<file path="src/design/pidcd_pkg.sv">
// Shared widths, register indexes, configuration type and saturation helper for the PID block.
`default_nettype none
package pidcd_pkg;

	localparam int DATA_W    = 16;
	localparam int GAIN_W    = 16;
	localparam int ERR_W     = 17;
	localparam int DIFF_W    = 19;
	localparam int PROD_W    = 35;
	localparam int ACC_W     = 48;
	localparam int SUM_W     = 50;
	localparam int DRIVE_W   = 32;
	localparam int IDX_W     = 3;
	localparam int CFG_W     = 16;
	localparam int GAIN_FRAC = 8;

	// Register indexes on the configuration channel
	localparam logic [IDX_W-1:0] REG_MODE    = 3'd0;
	localparam logic [IDX_W-1:0] REG_GAIN_P  = 3'd1;
	localparam logic [IDX_W-1:0] REG_GAIN_I  = 3'd2;
	localparam logic [IDX_W-1:0] REG_GAIN_D  = 3'd3;
	localparam logic [IDX_W-1:0] REG_LIMIT   = 3'd4;
	localparam logic [IDX_W-1:0] REG_OUT_MAX = 3'd5;

	localparam logic [CFG_W-1:0] OUT_MAX_RESET = 16'd1000;

	// Accumulator range, extended to the width of an unsaturated sum
	localparam logic signed [SUM_W-1:0] SUM_ACC_MAX =
		{{(SUM_W-ACC_W+1){1'b0}}, {(ACC_W-1){1'b1}}};
	localparam logic signed [SUM_W-1:0] SUM_ACC_MIN = ~SUM_ACC_MAX;

	// Drive range, extended to accumulator width
	localparam logic signed [ACC_W-1:0] ACC_DRIVE_MAX =
		{{(ACC_W-DRIVE_W+1){1'b0}}, {(DRIVE_W-1){1'b1}}};
	localparam logic signed [ACC_W-1:0] ACC_DRIVE_MIN = ~ACC_DRIVE_MAX;

	typedef struct packed {
		logic                     mode_incremental;
		logic signed [GAIN_W-1:0] gain_p;
		logic signed [GAIN_W-1:0] gain_i;
		logic signed [GAIN_W-1:0] gain_d;
		logic                     limit_enable;
		logic [CFG_W-1:0]         out_max;
	} cfg_t;

	// Hold a wide sum at the ends of the signed accumulator range
	function automatic logic signed [ACC_W-1:0] sat_acc(input logic signed [SUM_W-1:0] v);
		logic signed [ACC_W-1:0] r;
		if (v > SUM_ACC_MAX) begin
			r = SUM_ACC_MAX[ACC_W-1:0];
		end else if (v < SUM_ACC_MIN) begin
			r = SUM_ACC_MIN[ACC_W-1:0];
		end else begin
			r = v[ACC_W-1:0];
		end
		return r;
	endfunction

endpackage
`default_nettype wire

</file>
<file path="src/design/pidcd_cfg.sv">
// Configuration register file of the PID block.
`default_nettype none
module pidcd_cfg (
	input  wire logic                          clk,
	input  wire logic                          arst_n,
	input  wire logic                          cfg_valid,
	output logic                               cfg_ready,
	input  wire logic [pidcd_pkg::IDX_W-1:0]   cfg_index,
	input  wire logic [pidcd_pkg::CFG_W-1:0]   cfg_data,
	output pidcd_pkg::cfg_t                    cfg
);
	import pidcd_pkg::*;

	cfg_t cfg_q;

	assign cfg_ready = 1'b1;
	assign cfg      = cfg_q;

	// Write the addressed register on a transfer; drop indexes beyond the list
	always_ff @(posedge clk or negedge arst_n) begin
		if (!arst_n) begin
			cfg_q.mode_incremental <= 1'b1;
			cfg_q.gain_p           <= '0;
			cfg_q.gain_i           <= '0;
			cfg_q.gain_d           <= '0;
			cfg_q.limit_enable     <= 1'b1;
			cfg_q.out_max          <= OUT_MAX_RESET;
		end else if (cfg_valid && cfg_ready) begin
			case (cfg_index)
				REG_MODE:    cfg_q.mode_incremental <= cfg_data[0];
				REG_GAIN_P:  cfg_q.gain_p           <= $signed(cfg_data);
				REG_GAIN_I:  cfg_q.gain_i           <= $signed(cfg_data);
				REG_GAIN_D:  cfg_q.gain_d           <= $signed(cfg_data);
				REG_LIMIT:   cfg_q.limit_enable     <= cfg_data[0];
				REG_OUT_MAX: cfg_q.out_max          <= cfg_data;
				default: begin
				end
			endcase
		end
	end

endmodule
`default_nettype wire

</file>
<file path="src/design/pidcd_core.sv">
// Control law datapath: error history, integral and output accumulators, clamp and drive.
`default_nettype none
module pidcd_core #(
	parameter int FRAC_BITS = 8
) (
	input  wire logic                                clk,
	input  wire logic                                arst_n,
	input  wire pidcd_pkg::cfg_t                     cfg,
	input  wire logic                                step,
	input  wire logic signed [pidcd_pkg::DATA_W-1:0] setpoint,
	input  wire logic signed [pidcd_pkg::DATA_W-1:0] measured,
	output logic signed [pidcd_pkg::DRIVE_W-1:0]     drive
);
	import pidcd_pkg::*;

	localparam int SHL = (FRAC_BITS >= GAIN_FRAC) ? FRAC_BITS - GAIN_FRAC : 0;
	localparam int SHR = (FRAC_BITS <  GAIN_FRAC) ? GAIN_FRAC - FRAC_BITS : 0;

	logic signed [ERR_W-1:0]  err_last_q, err_before_last_q;
	logic signed [ACC_W-1:0]  integral_sum_q, output_acc_q;

	logic signed [ERR_W-1:0]  e0;
	logic signed [DIFF_W-1:0] e0_x, e1_x, e2_x, diff1, diff2, opnd_p, opnd_d;
	logic signed [PROD_W-1:0] prod_p, prod_i, prod_d;
	logic signed [ACC_W-1:0]  term_p, term_i, term_d;
	logic signed [SUM_W-1:0]  sum_inc, sum_int, sum_pos;
	logic signed [ACC_W-1:0]  integral_next, law_acc, acc_next, top, acc_int;

	// Error and its differences
	assign e0    = {setpoint[DATA_W-1], setpoint} - {measured[DATA_W-1], measured};
	assign e0_x  = DIFF_W'(e0);
	assign e1_x  = DIFF_W'(err_last_q);
	assign e2_x  = DIFF_W'(err_before_last_q);
	assign diff1 = e0_x - e1_x;
	assign diff2 = e0_x - (e1_x <<< 1) + e2_x;

	// Select multiplier operands for the active law
	assign opnd_p = cfg.mode_incremental ? diff1 : e0_x;
	assign opnd_d = cfg.mode_incremental ? diff2 : diff1;

	// Three gain products, rescaled to accumulator fraction bits (floor on right shift)
	assign prod_p = PROD_W'(cfg.gain_p) * PROD_W'(opnd_p);
	assign prod_i = PROD_W'(cfg.gain_i) * PROD_W'(e0_x);
	assign prod_d = PROD_W'(cfg.gain_d) * PROD_W'(opnd_d);
	assign term_p = (ACC_W'(prod_p) <<< SHL) >>> SHR;
	assign term_i = (ACC_W'(prod_i) <<< SHL) >>> SHR;
	assign term_d = (ACC_W'(prod_d) <<< SHL) >>> SHR;

	// Incremental and positional laws
	assign sum_inc = SUM_W'(output_acc_q) + SUM_W'(term_p) + SUM_W'(term_i) + SUM_W'(term_d);
	assign sum_int = SUM_W'(integral_sum_q) + SUM_W'(term_i);
	assign integral_next = sat_acc(sum_int);
	assign sum_pos = SUM_W'(term_p) + SUM_W'(integral_next) + SUM_W'(term_d);
	assign law_acc = cfg.mode_incremental ? sat_acc(sum_inc) : sat_acc(sum_pos);

	// Clamp to zero through the maximum when enabled
	assign top = $signed({{(ACC_W-CFG_W){1'b0}}, cfg.out_max}) <<< FRAC_BITS;
	always_comb begin
		acc_next = law_acc;
		if (cfg.limit_enable) begin
			if (acc_next >= top) begin
				acc_next = top;
			end
			if (acc_next <= ACC_W'(0)) begin
				acc_next = '0;
			end
		end
	end

	// Integer part, saturated to the drive width
	assign acc_int = acc_next >>> FRAC_BITS;
	always_comb begin
		if (acc_int > ACC_DRIVE_MAX) begin
			drive = ACC_DRIVE_MAX[DRIVE_W-1:0];
		end else if (acc_int < ACC_DRIVE_MIN) begin
			drive = ACC_DRIVE_MIN[DRIVE_W-1:0];
		end else begin
			drive = acc_int[DRIVE_W-1:0];
		end
	end

	// Advance controller state once per item
	always_ff @(posedge clk or negedge arst_n) begin
		if (!arst_n) begin
			err_last_q        <= '0;
			err_before_last_q <= '0;
			integral_sum_q    <= '0;
			output_acc_q      <= '0;
		end else if (step) begin
			err_before_last_q <= err_last_q;
			err_last_q        <= e0;
			output_acc_q      <= acc_next;
			if (!cfg.mode_incremental) begin
				integral_sum_q <= integral_next;
			end
		end
	end

endmodule
`default_nettype wire

</file>
<file path="src/design/pid_controller_dual_mode.sv">
// Dual-mode PID controller: top level with input stage, output register and config port.
// Usage:
//   Input channel in_valid/in_ready carries one setpoint and measured pair per
//   control tick. Output channel out_valid/out_ready returns one drive value per
//   input transfer, in order. The cfg channel writes one register per transfer
//   (index 0 mode, 1..3 gains P/I/D, 4 limit enable, 5 out_max); cfg_ready is
//   always high, and writes belong in idle periods between items.
//   Flow: an input transfer lands in the input stage; its result is loaded into
//   the output register once that is free or draining, and offered from then on.
//   Throughput: one item per cycle while out_ready is high. The error history and
//   accumulators update as an item leaves the input stage, so the law closes its
//   feedback loop without a pipeline gap and items follow back to back.
//   Reset: arst_n clears the error history, integral and output accumulator,
//   loads the register defaults (incremental mode, zero gains, clamp on, max 1000)
//   and empties both stages.
//   Stall: while out_ready is low the output register holds its value, the input
//   stage holds one more item, and in_ready drops once both are full.
`default_nettype none
module pid_controller_dual_mode #(
	parameter int FRAC_BITS = 8
) (
	input  wire logic                                clk,
	input  wire logic                                arst_n,
	input  wire logic                                in_valid,
	output logic                                     in_ready,
	input  wire logic signed [pidcd_pkg::DATA_W-1:0] setpoint,
	input  wire logic signed [pidcd_pkg::DATA_W-1:0] measured,
	output logic                                     out_valid,
	input  wire logic                                out_ready,
	output logic signed [pidcd_pkg::DRIVE_W-1:0]     drive,
	input  wire logic                                cfg_valid,
	output logic                                     cfg_ready,
	input  wire logic [pidcd_pkg::IDX_W-1:0]         cfg_index,
	input  wire logic [pidcd_pkg::CFG_W-1:0]         cfg_data
);
	import pidcd_pkg::*;

	cfg_t                     cfg;
	logic                     valid_s1;
	logic signed [DATA_W-1:0] setpoint_s1, measured_s1;
	logic                     out_valid_q;
	logic signed [DRIVE_W-1:0] drive_q, drive_next;
	logic                     advance;

	pidcd_cfg u_cfg (
		.clk       (clk),
		.arst_n    (arst_n),
		.cfg_valid (cfg_valid),
		.cfg_ready (cfg_ready),
		.cfg_index (cfg_index),
		.cfg_data  (cfg_data),
		.cfg       (cfg)
	);

	pidcd_core #(
		.FRAC_BITS (FRAC_BITS)
	) u_core (
		.clk      (clk),
		.arst_n   (arst_n),
		.cfg      (cfg),
		.step     (advance),
		.setpoint (setpoint_s1),
		.measured (measured_s1),
		.drive    (drive_next)
	);

	// Move the staged item into the output register when it is free or draining
	assign advance   = valid_s1 && (!out_valid_q || out_ready);
	assign in_ready  = !valid_s1 || advance;
	assign out_valid = out_valid_q;
	assign drive     = drive_q;

	// Input stage control
	always_ff @(posedge clk or negedge arst_n) begin
		if (!arst_n) begin
			valid_s1 <= 1'b0;
		end else if (in_ready) begin
			valid_s1 <= in_valid;
		end
	end

	// Input stage payload
	always_ff @(posedge clk) begin
		if (in_valid && in_ready) begin
			setpoint_s1 <= setpoint;
			measured_s1 <= measured;
		end
	end

	// Output register control
	always_ff @(posedge clk or negedge arst_n) begin
		if (!arst_n) begin
			out_valid_q <= 1'b0;
		end else if (advance) begin
			out_valid_q <= 1'b1;
		end else if (out_ready) begin
			out_valid_q <= 1'b0;
		end
	end

	// Output register payload
	always_ff @(posedge clk) begin
		if (advance) begin
			drive_q <= drive_next;
		end
	end

endmodule
`default_nettype wire

</file>
<file path="config.mk">
export PLATFORM = sky130hd
export DESIGN_NAME = pid_controller_dual_mode
export DESIGN_NICKNAME = d
export VERILOG_FILES = /design/src/design/pidcd_pkg.sv /design/src/design/pidcd_cfg.sv /design/src/design/pidcd_core.sv /design/src/design/pid_controller_dual_mode.sv
export SDC_FILE = /design/constraint.sdc
export NUM_CORES = 2
export LEC_CHECK = 0
export BUFFER_PORTS_ARGS = -buffer_cell sky130_fd_sc_hd__buf_2
export CORE_ASPECT_RATIO = 1.75
export CORE_UTILIZATION = 40
export CTS_CLUSTER_DIAMETER = 60
export DETAILED_ROUTE_END_ITERATION = 8
export PLACE_DENSITY = 0.54
export SYNTH_ARGS = -nofsm -noshare
export SYNTH_HDL_FRONTEND = slang
export SYNTH_HIERARCHICAL = 1
export SYNTH_SLANG_ARGS = --single-unit
</file>
<file path="constraint.sdc">
create_clock -name clk -period 19.32 [get_ports clk]
set_input_delay 5.796 -clock clk [delete_from_list [all_inputs] [get_ports clk]]
set_output_delay 5.796 -clock clk [all_outputs]
set_load 0.01 [all_outputs]
</file>
After elaboration in Yosys (flattened, before gate mapping)
Cells that the tools add are included.
{"block": "totals", "memories": 0, "latchBits": 0, "rom_bits": 0, "ff_bits": 262, "wordCells": 75, "out_inout_bits": 35, "input_bits": 56, "ramBits": 0}
{"block": "classes", "bitwise_logic": 1, "reduce_logical": 15, "order_cmp": 10, "n_mux": 16, "div": 0, "eq_ne": 5, "addsub": 10, "multipliers": 3, "shifts": 0}
{"op": "two-way mux 48 bit", "count": 11}
{"op": "greater-than comparator 50 x 48 -> 1 bit (second input constant)", "count": 3}
{"op": "less-than comparator 50 x 48 -> 1 bit (second input constant)", "count": 3}
{"op": "multiplier 16 x 19 -> 35 bit", "count": 2}
{"op": "adder 49 x 33 -> 50 bit", "count": 1}
{"op": "adder 49 x 35 -> 50 bit", "count": 1}
{"op": "adder 50 x 35 -> 50 bit", "count": 1}
{"op": "adder 35 x 48 -> 49 bit", "count": 1}
{"op": "adder 48 x 33 -> 49 bit", "count": 1}
{"op": "adder 48 x 35 -> 49 bit", "count": 1}
{"op": "greater-or-equal comparator 48 x 25 -> 1 bit", "count": 1}
{"op": "less-or-equal comparator 48 x 1 -> 1 bit (second input constant)", "count": 1}
{"op": "greater-than comparator 40 x 32 -> 1 bit (second input constant)", "count": 1}
{"op": "less-than comparator 40 x 32 -> 1 bit (second input constant)", "count": 1}
{"op": "two-way mux 19 bit", "count": 2}
{"op": "multiplier 16 x 17 -> 33 bit", "count": 1}
{"op": "two-way mux 32 bit", "count": 1}
{"op": "adder 19 x 17 -> 19 bit", "count": 1}
{"op": "subtractor 17 x 18 -> 19 bit", "count": 1}
{"op": "subtractor 17 x 17 -> 18 bit", "count": 1}
{"op": "subtractor 16 x 16 -> 17 bit", "count": 1}
{"op": "AND reduction 2 bit", "count": 7}
{"op": "== test 3 x 2 -> 1 bit (second input constant)", "count": 2}
{"op": "== test 3 bit (second input constant)", "count": 2}
{"op": "other kinds (8)", "count": 12}

Longest topological paths before layout
{"block": "depth", "depth_word": 20, "ltp_mapped": 96, "depth_no_buf": 88}

Hierarchy
The synthesis kept the hierarchy.
{"module": "pidcd_core", "area_per_inst_um2": 53583.9, "n_inst": 1, "seq_area_each_um2": 3253.1, "cells_each": 6220}
{"module": "pidcd_cfg", "area_per_inst_um2": 2652.5, "n_inst": 1, "seq_area_each_um2": 1661.6, "cells_each": 146}
{"module": "pid_controller_dual_mode", "area_per_inst_um2": 2025.7, "n_inst": 1, "seq_area_each_um2": 1971.9, "cells_each": 72}

Worst setup path before layout
OpenSTA, ideal clock, no wires.
{"block": "synth_timing", "kind": "flip-flop to flip-flop", "from": "register setpoint_s1[1]", "to": "register drive_q[3], in the netlist drive[3] (data pin)", "required_ps": 19170, "setup_time_ps": 150, "path_slack_ps": -369, "synth_period_minus_slack_ps": 19689, "path_buffers": 6, "arrival_ps": 19539, "stages_incl_launch_ff": 78, "path_cell_list": "edfxtp_1 > ha_1 > nor2b_1 > o21ai_0 > a21boi_0 > o21ai_0 > a21boi_0 > o21ai_0 > a21boi_0 > o21ai_0 > a21boi_0 > o21ai_0 > a21boi_0 > o21ai_0 > a21boi_0 > o21a_1 > o21a_1 > nor2_1 > (+42 left out) > a21oi_1 > nor2_1 > ha_1 > nor2b_1 > o21a_1 > o21ai_0 > nand2b_1 > a21oi_1 > nor2b_1 > o21ai_0 > nand2b_1 > a21oi_1 > o31a_1 > a41oi_1 > a31o_2 > or2_4 > buf_12 > o211ai_2"}
{"block": "synth_via", "elab_chain_cells": 20, "elab_cells_between_ends": 37, "classes_between": "add/sub (10); mul (3); order compare (10); mux (14)"}
{"item": "from (decl)", "line_no": "pid_controller_dual_mode.sv:40", "text": "logic signed [DATA_W-1:0] setpoint_s1, measured_s1;"}
{"item": "from (signal assigned)", "line_no": "pid_controller_dual_mode.sv:85", "text": "setpoint_s1 <= setpoint;"}
{"item": "subtractor 16 x 16 -> 17 bit (*)", "line_no": "pidcd_core.sv:30", "text": "assign e0 = {setpoint[DATA_W-1], setpoint} - {measured[DATA_W-1], measured};"}
{"item": "net u_core.e0[15]", "line_no": "pidcd_core.sv:22", "text": "logic signed [ERR_W-1:0] e0;"}
{"item": "multiplier 16 x 17 -> 33 bit", "line_no": "pidcd_core.sv:43", "text": "assign prod_i = PROD_W'(cfg.gain_i) * PROD_W'(e0_x);"}
{"item": "adder 48 x 33 -> 49 bit", "line_no": "pidcd_core.sv:51", "text": "assign sum_int = SUM_W'(integral_sum_q) + SUM_W'(term_i);"}
{"item": "less-than comparator 50 x 48 -> 1 bit", "line_no": "pidcd_pkg.sv:51", "text": "end else if (v < SUM_ACC_MIN) begin"}
{"item": "two-way mux 48 bit", "line_no": "pidcd_pkg.sv:51"}
{"item": "two-way mux 48 bit", "line_no": "pidcd_pkg.sv:49", "text": "if (v > SUM_ACC_MAX) begin"}
{"item": "adder 35 x 48 -> 49 bit", "line_no": "pidcd_core.sv:53", "text": "assign sum_pos = SUM_W'(term_p) + SUM_W'(integral_next) + SUM_W'(term_d);"}
{"item": "(+5 left out)"}
{"item": "greater-or-equal comparator 48 x 25 -> 1 bit", "line_no": "pidcd_core.sv:61", "text": "if (acc_next >= top) begin"}
{"item": "two-way mux 48 bit", "line_no": "pidcd_core.sv:61"}
{"item": "two-way mux 48 bit", "line_no": "pidcd_core.sv:60", "text": "if (cfg.limit_enable) begin"}
{"item": "less-or-equal comparator 48 x 1 -> 1 bit", "line_no": "pidcd_core.sv:64", "text": "if (acc_next <= ACC_W'(0)) begin"}
{"item": "two-way mux 48 bit", "line_no": "pidcd_core.sv:64"}
{"item": "two-way mux 48 bit (*)", "line_no": "pidcd_core.sv:60"}
{"item": "less-than comparator 40 x 32 -> 1 bit", "line_no": "pidcd_core.sv:75", "text": "end else if (acc_int < ACC_DRIVE_MIN) begin"}
{"item": "two-way mux 32 bit", "line_no": "pidcd_core.sv:75"}
{"item": "to (signal assigned)", "line_no": "pid_controller_dual_mode.sv:104", "text": "drive_q <= drive_next;"}
{"item": "to (decl)", "line_no": "pid_controller_dual_mode.sv:42", "text": "logic signed [DRIVE_W-1:0] drive_q, drive_next;"}
Mark *: on every way through the listed nets, which the timed path passes. The rest lies on a longest branch. The select of a mux whose other input is x is not followed.
A chain may end at the register's enable or synchronous reset.

Final worst setup path
{"block": "layout_timing", "from": "register setpoint_s1[0]", "to": "register u_core.output_acc_q[5]"}
{"block": "layout_via", "elab_chain_cells": 18, "elab_cells_between_ends": 34, "classes_between": "add/sub (10); mul (3); order compare (8); mux (13)"}
{"item": "subtractor 16 x 16 -> 17 bit (*)", "line_no": "pidcd_core.sv:30"}
{"item": "multiplier 16 x 17 -> 33 bit", "line_no": "pidcd_core.sv:43"}
{"item": "adder 48 x 33 -> 49 bit", "line_no": "pidcd_core.sv:51"}
{"item": "less-than comparator 50 x 48 -> 1 bit", "line_no": "pidcd_pkg.sv:51"}
{"item": "two-way mux 48 bit", "line_no": "pidcd_pkg.sv:51"}
{"item": "two-way mux 48 bit", "line_no": "pidcd_pkg.sv:49"}
{"item": "adder 35 x 48 -> 49 bit", "line_no": "pidcd_core.sv:53"}
{"item": "adder 49 x 35 -> 50 bit", "line_no": "pidcd_core.sv:53"}
{"item": "(+2 left out)"}
{"item": "two-way mux 48 bit", "line_no": "pidcd_pkg.sv:49"}
{"item": "two-way mux 48 bit (*)", "line_no": "pidcd_core.sv:54", "text": "assign law_acc = cfg.mode_incremental ? sat_acc(sum_inc) : sat_acc(sum_pos);"}
{"item": "greater-or-equal comparator 48 x 25 -> 1 bit", "line_no": "pidcd_core.sv:61"}
{"item": "two-way mux 48 bit", "line_no": "pidcd_core.sv:61"}
{"item": "two-way mux 48 bit", "line_no": "pidcd_core.sv:60"}
{"item": "less-or-equal comparator 48 x 1 -> 1 bit", "line_no": "pidcd_core.sv:64"}
{"item": "two-way mux 48 bit", "line_no": "pidcd_core.sv:64"}
{"item": "two-way mux 48 bit (*)", "line_no": "pidcd_core.sv:60"}
{"item": "to (signal assigned)", "line_no": "pidcd_core.sv:92", "text": "output_acc_q <= acc_next;"}
{"item": "to (decl)", "line_no": "pidcd_core.sv:20", "text": "logic signed [ACC_W-1:0] integral_sum_q, output_acc_q;"}
Every way passes the cells marked *; elsewhere a longest branch is shown, timed or not. The select of a mux whose other input is x is not followed.

==> impl_metrics.py <==
metrics = {
    "finish": {
        "fin_nets": 8129,
        "drive_gt1_frac": 0.108,
        "areaGrowthSynthToFinish_pct": 9.31,
        "instances_no_fill": 8457,
        "final_common_cell": "inv_1",
        "mostFrequentLayoutCells": "inv_1 (1258), fa_1 (1039), nand2_1 (763)",
    },
    "min_path": {
        "hold_class": "reg2reg",
    },
    "placement": {
        "port_buffers": 89,
        "place_congestion": 1.00,
        "place_hpwl_mm": 171,
        "pre_cts_ws_ps": 180,
        "placed_cells": 8367,
    },
    "timing": {
        "finalSetupViolations": 0,
        "worstMarginPinSlew_ps": 1450,
        "period_share": 0.954,
        "maxSlewViolCount": 0,
        "final-hold-violation-count": 0,
        "slew_headroom": 0.0276,
        "fin_ws_ps": 890,
        "finalSetupTns_ps": 0,
        "whs_ps": 482,
        "max_clock_freq_mhz": 54.3,
        "finalClockSkew_ps": 54.9,
        "min_period_ps": 18430,
    },
    "setup_path": {
        "crit_fanout": 17,
        "cp.required_ps": 19860,
        "critPathMostFrequentCell": "fa_1",
        "setup.worst_path.class": "reg2reg",
        "cp_data_arrival_time_ps": 18970,
        "max_stage_delay_ps": 570,
        "slowest_stage": "fa_1",
        "crit_path_start_kind": "register",
        "worstSetupEndpointType": "register",
    },
    "synthesis": {
        "synth.avg_cell_area_um2": 9.05,
        "mappedNetlistNets": 8007,
        "synth.distinct_cells": 109,
        "synth_ff_type": "dfrtp_1",
        "async_flop_share": 0.756,
        "ys_seq_elements": 262,
        "syn_area_um2": 58300,
        "synth_edf_count": 64,
        "synthCells": 6438,
        "synth-warning-count": 6,
        "ys_seq_area_frac": 0.118,
    },
    "drt": {
        "drc": 0,
        "ant_nets": 0,
        "finalWirelength_mm": 207,
        "drt-initial-drc-count": 2573,
        "vias_per_cell": 5.43,
        "wire_per_inst_um": 24.5,
        "vias": 45900,
        "dr.pass1.iters": 5,
    },
    "cts": {
        "cts_num_sinks": 262,
        "cts_root_buffer": "clkbuf_16",
        "clk_latency_ps": 640,
        "cts_htree_levels": 2,
        "cts.reportedPaths.clkPinSlew_ps": 70,
        "cts_tree": "yes",
        "cts_buffer_depth": 3,
        "numCtsBuffers": 39,
    },
    "global_routing": {
        "grt_first_pass_wirelength_mm": 311,
        "overflow": 0,
        "grt.total_usage": 0.287,
        "grt_max_degree": 100,
        "antenna_found_initial": 12,
        "grt_pass1_vias": 49500,
    },
    "outcome": {
        "status": "finished, final reports clean",
    },
    "die": {
        "core_um2": 144000,
        "ios": 91,
        "die_width_um": 291,
        "rows": 184,
        "start_util": 0.404,
        "die_h_um": 507,
        "die_area_um2": 147000,
    },
    "flow_run": {
        "cap_violations": 0,
    },
}
## synthesized netlist by cell type (23+ instances only)
| cell type | instances | area share |
|---|---|---|
| a21boi_0 | 37 | 0.0048 |
| a21o_1 | 103 | 0.013 |
| a21oi_1 | 253 | 0.022 |
| a31oi_1 | 51 | 0.0055 |
| and2_1 | 347 | 0.037 |
| and3_1 | 32 | 0.0034 |
| clkbuf_1 | 182 | 0.012 |
| dfrtp_1 | 190 | 0.082 |
| edfxtp_1 | 64 | 0.033 |
| fa_1 | 1041 | 0.36 |
| ha_1 | 472 | 0.10 |
| inv_1 | 1259 | 0.081 |
| mux2_2 | 115 | 0.022 |
| nand2_1 | 767 | 0.049 |
| nand2b_1 | 38 | 0.0041 |
| nand3_1 | 68 | 0.0058 |
| nand4_1 | 31 | 0.0033 |
| nor2_1 | 268 | 0.017 |
| nor2b_1 | 44 | 0.0047 |
| nor3_1 | 59 | 0.0051 |
| o211ai_1 | 23 | 0.0030 |
| o21a_1 | 37 | 0.0048 |
| o21ai_0 | 231 | 0.020 |
| o21bai_1 | 33 | 0.0043 |
| o22ai_1 | 25 | 0.0027 |
| o31ai_1 | 32 | 0.0041 |
| or2_2 | 44 | 0.0047 |
| xnor2_1 | 174 | 0.026 |
| xor2_1 | 73 | 0.011 |
## flip-flops by register name, summed over array words and instances, names as in the netlist
register / count
u_cfg/cfg: 66
u_core/integral_sum_q: 48
u_core/output_acc_q: 48
drive: 32
u_core/err_before_last_q: 17
u_core/err_last_q: 17
measured_s1: 16
setpoint_s1: 16
out_valid: 1
valid_s1: 1
## worst max-delay path, delay by kind of cell (launching register included)
| family | cells | cell delay (ps) |
|---|---|---|
| AO/OA/AOI/OAI | 42 | 8880 |
| XOR/XNOR | 3 | 600 |
| adder cells (fa/ha/maj) | 14 | 5990 |
| buffers and inverters | 13 | 1850 |
| flip-flops | 1 | 360 |
| AND/OR/NAND/NOR | 6 | 610 |
## per-layer routing
metal | vias to the layer above | wire length, um | global-route usage
met5 | - | 60 | 0
met4 | 10 | 21000 | 0.240
met3 | 572 | 8710 | 0.0335
met2 | 1285 | 108000 | 0.520
met1 | 23500 | 69400 | 0.295
li1 | 20600 | - | -
## layout make-up
cell class / count / area [um2]
Fill cell: 14200 / 80400
Multi-Input combinational cell: 4683 / 46200
Sequential cell: 262 / 6890
Inverter: 1260 / 4730
Tap cell: 1860 / 2330
Timing Repair Buffer: 314 / 2210
Clock buffer: 50 / 1090
Clock inverter: 22 / 269
Antenna cell: 6 / 15.0
## path summary, 6_finish.rpt
kind / cells after the start / end / from / slack, ps
setup / recovery: 78 / u_core/output_acc_q[5]$_DFFE_PN0P_ / setpoint_s1[0]$_DFFE_PP_ / 890
hold / removal: 2 / u_core/output_acc_q[40]$_DFFE_PN0P_ / u_core/output_acc_q[40]$_DFFE_PN0P_ / 480
setup reg to reg: 78 / u_core/output_acc_q[5]$_DFFE_PN0P_ / setpoint_s1[0]$_DFFE_PP_ / 890
hold reg to reg: 2 / u_core/output_acc_q[40]$_DFFE_PN0P_ / u_core/output_acc_q[40]$_DFFE_PN0P_ / 480
min in group asynchronous: 1 / u_core/output_acc_q[40]$_DFFE_PN0P_ / arst_n / 5150
max in group asynchronous: 2 / u_cfg/cfg[44]$_DFFE_PN0P_ / arst_n / 12640
## through the flow
stage / util / cell area, um2
final: 0.442 / 63700
after floorplan: - / 58300
after CTS: 0.439 / 63300
after global placement: 0.429 / 61900
after global routing: 0.442 / 63700
after detailed placement: 0.429 / 61900
## timing repair
| item | in CTS | in global routing |
|---|---|---|
| buffers inserted | 0 | 12 |
| hold endpoints to repair | 0 | 0 |
| hold buffers | 0 | 0 |
| gates resized for setup | 0 | 89 |
| setup endpoints to repair | 0 | 65 |
## cell families after synthesis
kind of cell	after synthesis	synth area share
other cells	1	0.0000644
xor+xnor	249	0.0377
mux	149	0.0298
compound gates	999	0.111
fa+ha+maj	1513	0.459
simple gates	1772	0.145
buf+inv	1493	0.0985
flops	262	0.118
Power is not shown: default switching activity piles up to over one toggle a cycle in this logic, so the estimate is an artifact.
